[config.mk]
export PLATFORM = sky130hd
export DESIGN_NAME = epoch_seconds_to_calendar
export DESIGN_NICKNAME = d
export VERILOG_FILES = /design/src/esc_pkg.sv /design/src/esc_ctrl.sv /design/src/esc_datapath.sv /design/src/epoch_seconds_to_calendar.sv
export VERILOG_INCLUDE_DIRS = /design/src /design/src/src
export SDC_FILE = /design/constraint.sdc
export NUM_CORES = 1
export LEC_CHECK = 0
export ABC_AREA = 1
export BUFFER_PORTS_ARGS = -buffer_cell sky130_fd_sc_hd__buf_4
export CORE_MARGIN = 4
export CORE_UTILIZATION = 30
export DETAILED_ROUTE_END_ITERATION = 6
export GPL_TIMING_DRIVEN = 0
export SLEW_MARGIN = 5
export SYNTH_ARGS = -nofsm -noshare
export SYNTH_HDL_FRONTEND = slang
export SYNTH_SLANG_ARGS = --single-unit
[constraint.sdc]
create_clock -name clk -period 9.8 [get_ports clk]
set_clock_uncertainty 0.15 [all_clocks]
set_input_delay 0 -clock clk [delete_from_list [all_inputs] [get_ports clk]]
set_output_delay 0 -clock clk [all_outputs]
set_load 0.01 [all_outputs]
[src/assert_macros.svh]
// ----------------------------------------------------------------------------
// Assertion macros
// Shorthand for clocked assertions with a synchronous reset that disables
// them.
// ----------------------------------------------------------------------------
`ifndef ASSERT_MACROS_SVH
`define ASSERT_MACROS_SVH

// The consequent must hold in the same cycle as the antecedent.
`define ASSERT_SAME(lbl, clk_sig, rst_sig, ante, cons) \
  lbl: assert property (@(posedge clk_sig) disable iff (rst_sig) (ante) |-> (cons)) \
    else $error("assertion failed: same-cycle implication");

// The consequent must hold in the cycle after the antecedent.
`define ASSERT_NEXT(lbl, clk_sig, rst_sig, ante, cons) \
  lbl: assert property (@(posedge clk_sig) disable iff (rst_sig) (ante) |=> (cons)) \
    else $error("assertion failed: next-cycle implication");

`endif

[src/esc_pkg.sv]
// ----------------------------------------------------------------------------
// Epoch seconds to calendar package
// Shared types, constants and table functions of the converter.
// ----------------------------------------------------------------------------
package esc_pkg;

  localparam int EPOCH_W = 32;
  localparam int YEAR_W = 12;
  localparam int MONTH_W = 4;
  localparam int DAY_W = 5;
  localparam int HOUR_W = 5;
  localparam int MINUTE_W = 6;
  localparam int SECOND_W = 6;
  localparam int DAYS_W = 16;
  localparam int REM_W = 6;
  localparam int PROD_W = 2 * EPOCH_W;

  localparam int DIV_STEPS = 2;
  localparam int DIV_STEP_W = $clog2(DIV_STEPS);

  // Reciprocals that give exact quotients for every 32-bit dividend.
  localparam logic [EPOCH_W-1:0] RECIP_60 = 32'h8888_8889;
  localparam logic [EPOCH_W-1:0] RECIP_24 = 32'hAAAA_AAAB;
  localparam int SHIFT_60 = 37;
  localparam int SHIFT_24 = 36;

  localparam logic [YEAR_W-1:0] BASE_YEAR = 12'd1970;
  localparam logic [YEAR_W-1:0] LAST_YEAR = 12'd2106;
  localparam logic [1:0] BASE_MOD4 = 2'd2;
  localparam logic [6:0] BASE_MOD100 = 7'd70;
  localparam logic [8:0] BASE_MOD400 = 9'd370;
  localparam logic [MONTH_W-1:0] LAST_MONTH = 4'd11;

  typedef enum logic [2:0] {
    ST_IDLE,
    ST_DIV,
    ST_YEAR,
    ST_MONTH,
    ST_DONE
  } state_t;

  typedef enum logic [1:0] {
    DIV_SEC,
    DIV_MIN,
    DIV_HOUR
  } div_sel_t;

  typedef struct packed {
    logic     load;
    logic     div_step;
    div_sel_t div_sel;
    logic     div_last;
    logic     year_step;
    logic     month_step;
    logic     out_load;
  } cmd_t;

  typedef struct packed {
    logic year_done;
    logic month_done;
  } status_t;

  function automatic logic [EPOCH_W-1:0] recip(div_sel_t sel);
    logic [EPOCH_W-1:0] r;
    case (sel)
      DIV_SEC:  r = RECIP_60;
      DIV_MIN:  r = RECIP_60;
      DIV_HOUR: r = RECIP_24;
      default:  r = RECIP_60;
    endcase
    return r;
  endfunction

  function automatic logic [DAY_W-1:0] month_len(logic [MONTH_W-1:0] mon, logic leap);
    logic [DAY_W-1:0] len;
    case (mon)
      4'd0:    len = 5'd31;
      4'd1:    len = leap ? 5'd29 : 5'd28;
      4'd2:    len = 5'd31;
      4'd3:    len = 5'd30;
      4'd4:    len = 5'd31;
      4'd5:    len = 5'd30;
      4'd6:    len = 5'd31;
      4'd7:    len = 5'd31;
      4'd8:    len = 5'd30;
      4'd9:    len = 5'd31;
      4'd10:   len = 5'd30;
      4'd11:   len = 5'd31;
      default: len = 5'd31;
    endcase
    return len;
  endfunction

endpackage

[src/esc_ctrl.sv]
// ----------------------------------------------------------------------------
// Epoch seconds to calendar controller
// Sequences the divide, year and month phases and owns the handshakes.
// ----------------------------------------------------------------------------
`include "assert_macros.svh"

module esc_ctrl (
  input  logic             clk,
  input  logic             rst,
  input  logic             in_valid,
  output logic             in_ready,
  output logic             out_valid,
  input  logic             out_ready,
  input  esc_pkg::status_t sts,
  output esc_pkg::cmd_t    cmd
);

  esc_pkg::state_t                 state;
  esc_pkg::state_t                 state_next;
  esc_pkg::div_sel_t               phase;
  esc_pkg::div_sel_t               phase_next;
  logic [esc_pkg::DIV_STEP_W-1:0]  step;
  logic                            div_last;
  logic                            slot_free;

  assign div_last  = (step == esc_pkg::DIV_STEP_W'(esc_pkg::DIV_STEPS - 1));
  assign slot_free = !out_valid || out_ready;

  always_comb begin
    state_next = state;
    case (state)
      esc_pkg::ST_IDLE: begin
        if (in_valid) state_next = esc_pkg::ST_DIV;
      end
      esc_pkg::ST_DIV: begin
        if (div_last && phase == esc_pkg::DIV_HOUR) state_next = esc_pkg::ST_YEAR;
      end
      esc_pkg::ST_YEAR: begin
        if (sts.year_done) state_next = esc_pkg::ST_MONTH;
      end
      esc_pkg::ST_MONTH: begin
        if (sts.month_done) state_next = esc_pkg::ST_DONE;
      end
      esc_pkg::ST_DONE: begin
        if (slot_free) state_next = esc_pkg::ST_IDLE;
      end
      default: state_next = esc_pkg::ST_IDLE;
    endcase
  end

  always_comb begin
    phase_next = phase;
    case (phase)
      esc_pkg::DIV_SEC:  phase_next = esc_pkg::DIV_MIN;
      esc_pkg::DIV_MIN:  phase_next = esc_pkg::DIV_HOUR;
      esc_pkg::DIV_HOUR: phase_next = esc_pkg::DIV_SEC;
      default:           phase_next = esc_pkg::DIV_SEC;
    endcase
  end

  always_comb begin
    in_ready       = (state == esc_pkg::ST_IDLE);
    cmd.load       = (state == esc_pkg::ST_IDLE) && in_valid;
    cmd.div_step   = (state == esc_pkg::ST_DIV);
    cmd.div_sel    = phase;
    cmd.div_last   = div_last;
    cmd.year_step  = (state == esc_pkg::ST_YEAR) && !sts.year_done;
    cmd.month_step = (state == esc_pkg::ST_MONTH) && !sts.month_done;
    cmd.out_load   = (state == esc_pkg::ST_DONE) && slot_free;
  end

  always_ff @(posedge clk) begin
    if (rst) begin
      state     <= esc_pkg::ST_IDLE;
      phase     <= esc_pkg::DIV_SEC;
      step      <= '0;
      out_valid <= 1'b0;
    end else begin
      state <= state_next;
      if (cmd.load) begin
        phase <= esc_pkg::DIV_SEC;
        step  <= '0;
      end else if (cmd.div_step) begin
        step <= step + 1'b1;
        if (div_last) phase <= phase_next;
      end
      if (cmd.out_load) begin
        out_valid <= 1'b1;
      end else if (out_ready) begin
        out_valid <= 1'b0;
      end
    end
  end

  `ASSERT_SAME(a_step_idle_outside_div, clk, rst, state != esc_pkg::ST_DIV, step == '0)
  `ASSERT_NEXT(a_year_exits_to_month, clk, rst, state == esc_pkg::ST_YEAR, state == esc_pkg::ST_YEAR || state == esc_pkg::ST_MONTH)
  `ASSERT_NEXT(a_done_waits_for_slot, clk, rst, state == esc_pkg::ST_DONE && out_valid && !out_ready, state == esc_pkg::ST_DONE)

endmodule

[src/esc_datapath.sv]
// ----------------------------------------------------------------------------
// Epoch seconds to calendar datapath
// Shared reciprocal-multiply divider for seconds, minutes and hours, a year
// subtractor with Gregorian leap tracking, a month subtractor and the result
// register.
// ----------------------------------------------------------------------------
`include "assert_macros.svh"

module esc_datapath (
  input  logic                           clk,
  input  logic                           rst,
  input  esc_pkg::cmd_t                  cmd,
  output esc_pkg::status_t               sts,
  input  logic [esc_pkg::EPOCH_W-1:0]    epoch_seconds,
  output logic [esc_pkg::YEAR_W-1:0]     year,
  output logic [esc_pkg::MONTH_W-1:0]    month,
  output logic [esc_pkg::DAY_W-1:0]      day,
  output logic [esc_pkg::HOUR_W-1:0]     hour,
  output logic [esc_pkg::MINUTE_W-1:0]   minute,
  output logic [esc_pkg::SECOND_W-1:0]   second
);

  logic [esc_pkg::EPOCH_W-1:0]   quo;
  logic [esc_pkg::PROD_W-1:0]    prod;
  logic [esc_pkg::SECOND_W-1:0]  work_sec;
  logic [esc_pkg::MINUTE_W-1:0]  work_min;
  logic [esc_pkg::HOUR_W-1:0]    work_hour;
  logic [esc_pkg::DAYS_W-1:0]    days;
  logic [esc_pkg::YEAR_W-1:0]    work_year;
  logic [1:0]                    mod4;
  logic [6:0]                    mod100;
  logic [8:0]                    mod400;
  logic [esc_pkg::MONTH_W-1:0]   mon;

  logic [esc_pkg::EPOCH_W-1:0]   div_quo;
  logic [esc_pkg::EPOCH_W-1:0]   div_back;
  logic [esc_pkg::EPOCH_W-1:0]   div_diff;
  logic [esc_pkg::REM_W-1:0]     div_rem;
  logic                          leap;
  logic [8:0]                    ylen;
  logic [esc_pkg::DAY_W-1:0]     mlen;

  always_comb begin
    case (cmd.div_sel)
      esc_pkg::DIV_HOUR: begin
        div_quo  = esc_pkg::EPOCH_W'(prod >> esc_pkg::SHIFT_24);
        div_back = (div_quo << 4) + (div_quo << 3);
      end
      default: begin
        div_quo  = esc_pkg::EPOCH_W'(prod >> esc_pkg::SHIFT_60);
        div_back = (div_quo << 6) - (div_quo << 2);
      end
    endcase
    div_diff = quo - div_back;
    div_rem  = div_diff[esc_pkg::REM_W-1:0];
  end

  always_comb begin
    leap           = (mod4 == 2'd0) && ((mod100 != 7'd0) || (mod400 == 9'd0));
    ylen           = leap ? 9'd366 : 9'd365;
    mlen           = esc_pkg::month_len(mon, leap);
    sts.year_done  = days < {7'd0, ylen};
    sts.month_done = (mon == esc_pkg::LAST_MONTH) || (days < {11'd0, mlen});
  end

  always_ff @(posedge clk) begin
    if (cmd.load) begin
      quo       <= epoch_seconds;
      work_year <= esc_pkg::BASE_YEAR;
      mod4      <= esc_pkg::BASE_MOD4;
      mod100    <= esc_pkg::BASE_MOD100;
      mod400    <= esc_pkg::BASE_MOD400;
      mon       <= '0;
    end else if (cmd.div_step) begin
      if (cmd.div_last) begin
        quo <= div_quo;
        case (cmd.div_sel)
          esc_pkg::DIV_SEC:  work_sec <= div_rem;
          esc_pkg::DIV_MIN:  work_min <= div_rem;
          esc_pkg::DIV_HOUR: begin
            work_hour <= div_rem[esc_pkg::HOUR_W-1:0];
            days      <= div_quo[esc_pkg::DAYS_W-1:0];
          end
          default: work_sec <= div_rem;
        endcase
      end else begin
        prod <= esc_pkg::PROD_W'(quo) * esc_pkg::PROD_W'(esc_pkg::recip(cmd.div_sel));
      end
    end else if (cmd.year_step) begin
      days      <= days - {7'd0, ylen};
      work_year <= work_year + 1'b1;
      mod4      <= mod4 + 1'b1;
      mod100    <= (mod100 == 7'd99) ? 7'd0 : mod100 + 1'b1;
      mod400    <= (mod400 == 9'd399) ? 9'd0 : mod400 + 1'b1;
    end else if (cmd.month_step) begin
      days <= days - {11'd0, mlen};
      mon  <= mon + 1'b1;
    end
  end

  always_ff @(posedge clk) begin
    if (cmd.out_load) begin
      year   <= work_year;
      month  <= mon + 1'b1;
      day    <= days[esc_pkg::DAY_W-1:0] + 1'b1;
      hour   <= work_hour;
      minute <= work_min;
      second <= work_sec;
    end
  end

  `ASSERT_SAME(a_month_step_in_range, clk, rst, cmd.month_step, mon < esc_pkg::LAST_MONTH)
  `ASSERT_SAME(a_year_step_in_range, clk, rst, cmd.year_step, work_year < esc_pkg::LAST_YEAR)
  `ASSERT_SAME(a_result_day_fits, clk, rst, cmd.out_load, days < {11'd0, mlen})

endmodule

[src/epoch_seconds_to_calendar.sv]
// ----------------------------------------------------------------------------
// Epoch seconds to calendar
// Converts an unsigned count of seconds since 1970-01-01 00:00:00 UTC into
// Gregorian year, month, day, hour, minute and second.
// ----------------------------------------------------------------------------
// One transaction at a time: after an input transaction the block divides by
// 60, 60 and 24 with a shared reciprocal multiplier, each divide a multiply
// step followed by a quotient and remainder step, then subtracts one whole
// year per cycle from 1970 on, then one month per cycle, and moves the result
// into the output register once that register is free, waiting while a
// result there has not been taken. It returns to idle before it accepts the
// next input transaction. The output register holds a finished result while
// the next item is accepted and computed.
module epoch_seconds_to_calendar (
  input  logic                           clk,
  input  logic                           rst,
  input  logic                           in_valid,
  output logic                           in_ready,
  input  logic [esc_pkg::EPOCH_W-1:0]    epoch_seconds,
  output logic                           out_valid,
  input  logic                           out_ready,
  output logic [esc_pkg::YEAR_W-1:0]     year,
  output logic [esc_pkg::MONTH_W-1:0]    month,
  output logic [esc_pkg::DAY_W-1:0]      day,
  output logic [esc_pkg::HOUR_W-1:0]     hour,
  output logic [esc_pkg::MINUTE_W-1:0]   minute,
  output logic [esc_pkg::SECOND_W-1:0]   second
);

  esc_pkg::cmd_t    cmd;
  esc_pkg::status_t sts;

  esc_ctrl u_ctrl (
    .clk       (clk),
    .rst       (rst),
    .in_valid  (in_valid),
    .in_ready  (in_ready),
    .out_valid (out_valid),
    .out_ready (out_ready),
    .sts       (sts),
    .cmd       (cmd)
  );

  esc_datapath u_datapath (
    .clk           (clk),
    .rst           (rst),
    .cmd           (cmd),
    .sts           (sts),
    .epoch_seconds (epoch_seconds),
    .year          (year),
    .month         (month),
    .day           (day),
    .hour          (hour),
    .minute        (minute),
    .second        (second)
  );

endmodule

==> metrics.log <==
[metrics] top area cells in the synthesized netlist: sky130_fd_sc_hd__fa_1 28%, sky130_fd_sc_hd__ha_1 17%, sky130_fd_sc_hd__edfxtp_1 14%
[metrics] pin count of the biggest net entering global routing: 26
[metrics] CTS tree: yes
[metrics] Fillers: 9765
[metrics] average wire length per cell after detail routing: around 19 µm
[metrics] n_diodes: 0
[metrics] clock root buffer: sky130_fd_sc_hd__clkbuf_16
[metrics] async set or reset register ratio after synthesis: 0
[metrics] total setup buffers inserted after CTS: 0
[metrics] Final Hold Vio Count: 0
[metrics] area used by multi-input combinational logic: about 20000 µm²
[metrics] final net count: 4398
[metrics] result of the run: finished clean
[metrics] most common cell in the netlist: sky130_fd_sc_hd__inv_1
[metrics] minimum period implied by the final worst setup slack: between 8 and 9 ns
[metrics] stage delay of the slowest cell on the critical path: 0.71 ns
[metrics] violation count after the first detailed-route iteration: 1614
[metrics] fraction of final layout cells with drive strength greater than 1: 0.0470
[metrics] Die X: 314 µm
[metrics] maximum operating frequency: around 110 MHz
[metrics] cell area after technology mapping: 28100 µm²
[metrics] mean instance size in the synthesized netlist: approximately 8.1 µm²
[metrics] global route total overflow: 0
[metrics] type of the most critical hold path: input pin to register
[metrics] footprint of the flip-flops and latches: about 4800 µm²
[metrics] clock transition at the register clock pins on the worst setup and hold paths after CTS: 0.08 ns
[metrics] number of enable flip-flop cells after synthesis: about 130
[metrics] instance count after placement with tap cells included: 4770
[metrics] detailed-routing iteration count for the pre-antenna-repair pass: 7
[metrics] area added between synthesis and finish: 11.4%
[metrics] die boundary height: 314 µm
[metrics] die footprint: just under 100000 µm²
[metrics] Unique masters post-synth: 44
[metrics] via count of the first global-routing pass: 22600
[metrics] pin slew with the least headroom to its limit: about 1.1 ns
[metrics] headroom to the max-slew limit: 0.288
[metrics] maximum count of clock buffers along a single path: 2
[metrics] Post-Syn Nets: 4261
[metrics] wire length of the first global-routing pass: 138 mm
[metrics] total setup violations reported at the end of the flow: 0
[metrics] IO Pins: 76
[metrics] commonest cells in the netlist: 943 x sky130_fd_sc_hd__inv_1, 735 x sky130_fd_sc_hd__nand2_1, 390 x sky130_fd_sc_hd__fa_1
[metrics] Top FF cell, synth: sky130_fd_sc_hd__edfxtp_1
[metrics] worst path bufs/invs: 11
[metrics] maximum fanout along the worst path: 10
[metrics] total vias in the final route: 22300
[metrics] setup repair after global routing missed its margin: false
[metrics] CTS buffer count: 17
[metrics] max-cap viol count: 0
[metrics] Detail Placement HPWL: 81.2 mm
[metrics] clock latency on the worst-skew pair: 0.47 ns
[metrics] post-detailed-route DRC marker count: 0
[metrics] WP data required: 9.86 ns
[metrics] data arrival time at the worst-slack endpoint: 8.85 ns
[metrics] category of the critical setup timing path: register to register
[metrics] number of standard-cell rows in the floorplan: 111
[metrics] Core Region: a little over 90000 µm²
[metrics] effective utilization at floorplan: 0.304
[metrics] total number of yosys warnings: 0
[metrics] number of antenna violations at the first check in global routing: 2
[metrics] portion of the post-synthesis area used by sequential elements: 0.169
[metrics] type of destination of the critical path: register
[metrics] Total Routing Usage GR: 0.188
[metrics] Final Non-Filler Cells: 4839
[metrics] synthesized netlist cell count: 3446
[metrics] launching element type of the critical path: register
[metrics] critical path's slowest cell: sky130_fd_sc_hd__buf_1
[metrics] area share of the largest cell type after synthesis: 0.278
[metrics] largest area contributor in the synthesized netlist: sky130_fd_sc_hd__fa_1
[metrics] placer's final routability congestion estimate: between 0.9 and 1
[metrics] Largest delay share family, worst path: adder cells
[metrics] depth of the CTS H-tree: 4
[metrics] register bit count reported by yosys: 172
[metrics] routed wire length: 92.0 mm
[metrics] count of pins over their slew limit: 0
[metrics] ANT nets after route: 0
[metrics] CTS sink count: 172
[metrics] setup TNS after final layout: 0 ns
[metrics] crit share post-route: 0.897
[metrics] port buffer count: 75
[metrics] post-DR vias/cell: 4.60
-- registers in the layout, summed over array words and instances (netlist names), 7 cells and up --
signal / flops
u_datapath.mod400: 9
u_datapath.mod100: 7
u_datapath.year: 12
u_datapath.prod: 28
u_datapath.work_year: 12
u_datapath.days: 16
u_datapath.quo: 32
-- tightest hold or removal path: stages --
cell	delay (ns)
sky130_fd_sc_hd__dlygate4sd3_1	0.52
sky130_fd_sc_hd__buf_4	0.14
sky130_fd_sc_hd__a21oi_1	0.05
-- metrics by stage --
stage | instance area, µm² | utilization | setup WS, ns | hold WS (ns)
2_1_floorplan | 28100 | - | 2.83 | -0.0809
3_3_place_gp | 30200 | 0.327 | 1.04 | 0.0618
3_5_place_dp | 30300 | 0.328 | 1.10 | 0.0734
4_1_cts | 31300 | 0.339 | 1.05 | 0.119
5_1_grt | 31300 | 0.339 | 0.695 | 0.144
6_report | 31300 | 0.339 | 1.01 | 0.140
-- layer usage --
layer / global-route usage / up-vias / part of all wire
li1: - / 10700 / -
met1: 0.251 / 10800 / 0.43
met2: 0.306 / 675 / 0.45
met3: 0.0463 / 140 / 0.082
met4: 0.0526 / 0 / 0.032
met5: 0 / - / 0
-- worst paths after layout --
| path | start | end | slack (ns) | depth (start not counted) |
|---|---|---|---|---|
| max | u_ctrl.phase[0] | u_datapath.prod[54] | 1.01 | 30 |
| min | rst | u_ctrl.state[0] | 0.14 | 3 |
| max reg2reg | u_ctrl.phase[0] | u_datapath.prod[54] | 1.01 | 30 |
| min reg2reg | u_datapath.work_hour[1] | u_datapath.hour[1] | 0.27 | 0 |
-- cells by family after synthesis --
| group | Yosys count | share of synthesized area |
|---|---|---|
| buffers and inverters | 986 | 0.135 |
| AND/OR/NAND/NOR | 1175 | 0.170 |
| flip-flops | 172 | 0.169 |
| adder cells (fa/ha/maj) | 779 | 0.451 |
| AO/OA/AOI/OAI | 255 | 0.0500 |
| XOR/XNOR | 79 | 0.0246 |
-- placed cells by master, fill, tap and decap left out, types with 4 or more instances in the layout --
cell type | synthesis | layout
sky130_fd_sc_hd__nand2_2 | 3 | 4
sky130_fd_sc_hd__nand4_1 | 19 | 19
sky130_fd_sc_hd__inv_2 | 4 | 4
sky130_fd_sc_hd__clkbuf_16 | 0 | 17
sky130_fd_sc_hd__a21oi_1 | 110 | 110
sky130_fd_sc_hd__nor4_1 | 6 | 5
sky130_fd_sc_hd__or2_1 | 4 | 4
sky130_fd_sc_hd__a31oi_1 | 14 | 14
sky130_fd_sc_hd__nand3b_1 | 6 | 6
sky130_fd_sc_hd__buf_4 | 6 | 85
sky130_fd_sc_hd__dlygate4sd3_1 | 0 | 37
sky130_fd_sc_hd__nor3_1 | 33 | 33
sky130_fd_sc_hd__a21o_1 | 5 | 5
sky130_fd_sc_hd__clkbuf_1 | 10 | 10
sky130_fd_sc_hd__nor2_2 | 6 | 6
sky130_fd_sc_hd__ha_1 | 389 | 389
sky130_fd_sc_hd__xor2_1 | 66 | 66
sky130_fd_sc_hd__fa_1 | 390 | 390
sky130_fd_sc_hd__inv_8 | 0 | 4
sky130_fd_sc_hd__o21ai_1 | 5 | 5
sky130_fd_sc_hd__buf_6 | 6 | 6
sky130_fd_sc_hd__buf_2 | 12 | 12
sky130_fd_sc_hd__o21bai_1 | 11 | 11
sky130_fd_sc_hd__nand3_1 | 92 | 92
sky130_fd_sc_hd__inv_1 | 943 | 943
sky130_fd_sc_hd__o211ai_1 | 14 | 14
sky130_fd_sc_hd__dfxtp_1 | 41 | 41
sky130_fd_sc_hd__xnor2_1 | 13 | 13
sky130_fd_sc_hd__edfxtp_1 | 131 | 131
sky130_fd_sc_hd__nor2_1 | 252 | 251
sky130_fd_sc_hd__o21ai_0 | 86 | 86
sky130_fd_sc_hd__or2_2 | 9 | 9
sky130_fd_sc_hd__nand2_1 | 735 | 734
sky130_fd_sc_hd__buf_1 | 4 | 4
-- timing repair --
item,in CTS,in global routing
hold buffers,37,0
resized for setup,0,0
endpoints found under the setup margin,0,0
endpoints found under the hold margin,39,0
-- final cells by class --
cell class | count | area share
timing repair buffer | 118 | 0.0323
clock inverter | 15 | 0.00572
sequential | 172 | 0.152
buffer | 38 | 0.00720
clock buffer | 17 | 0.0136
tap | 1243 | 0.0498
multi-input combinational | 2288 | 0.625
inverter | 948 | 0.114
Power is left out: the tool's default activity adds up to more than one toggle a clock period on the data nets, which glitch-free logic cannot reach.
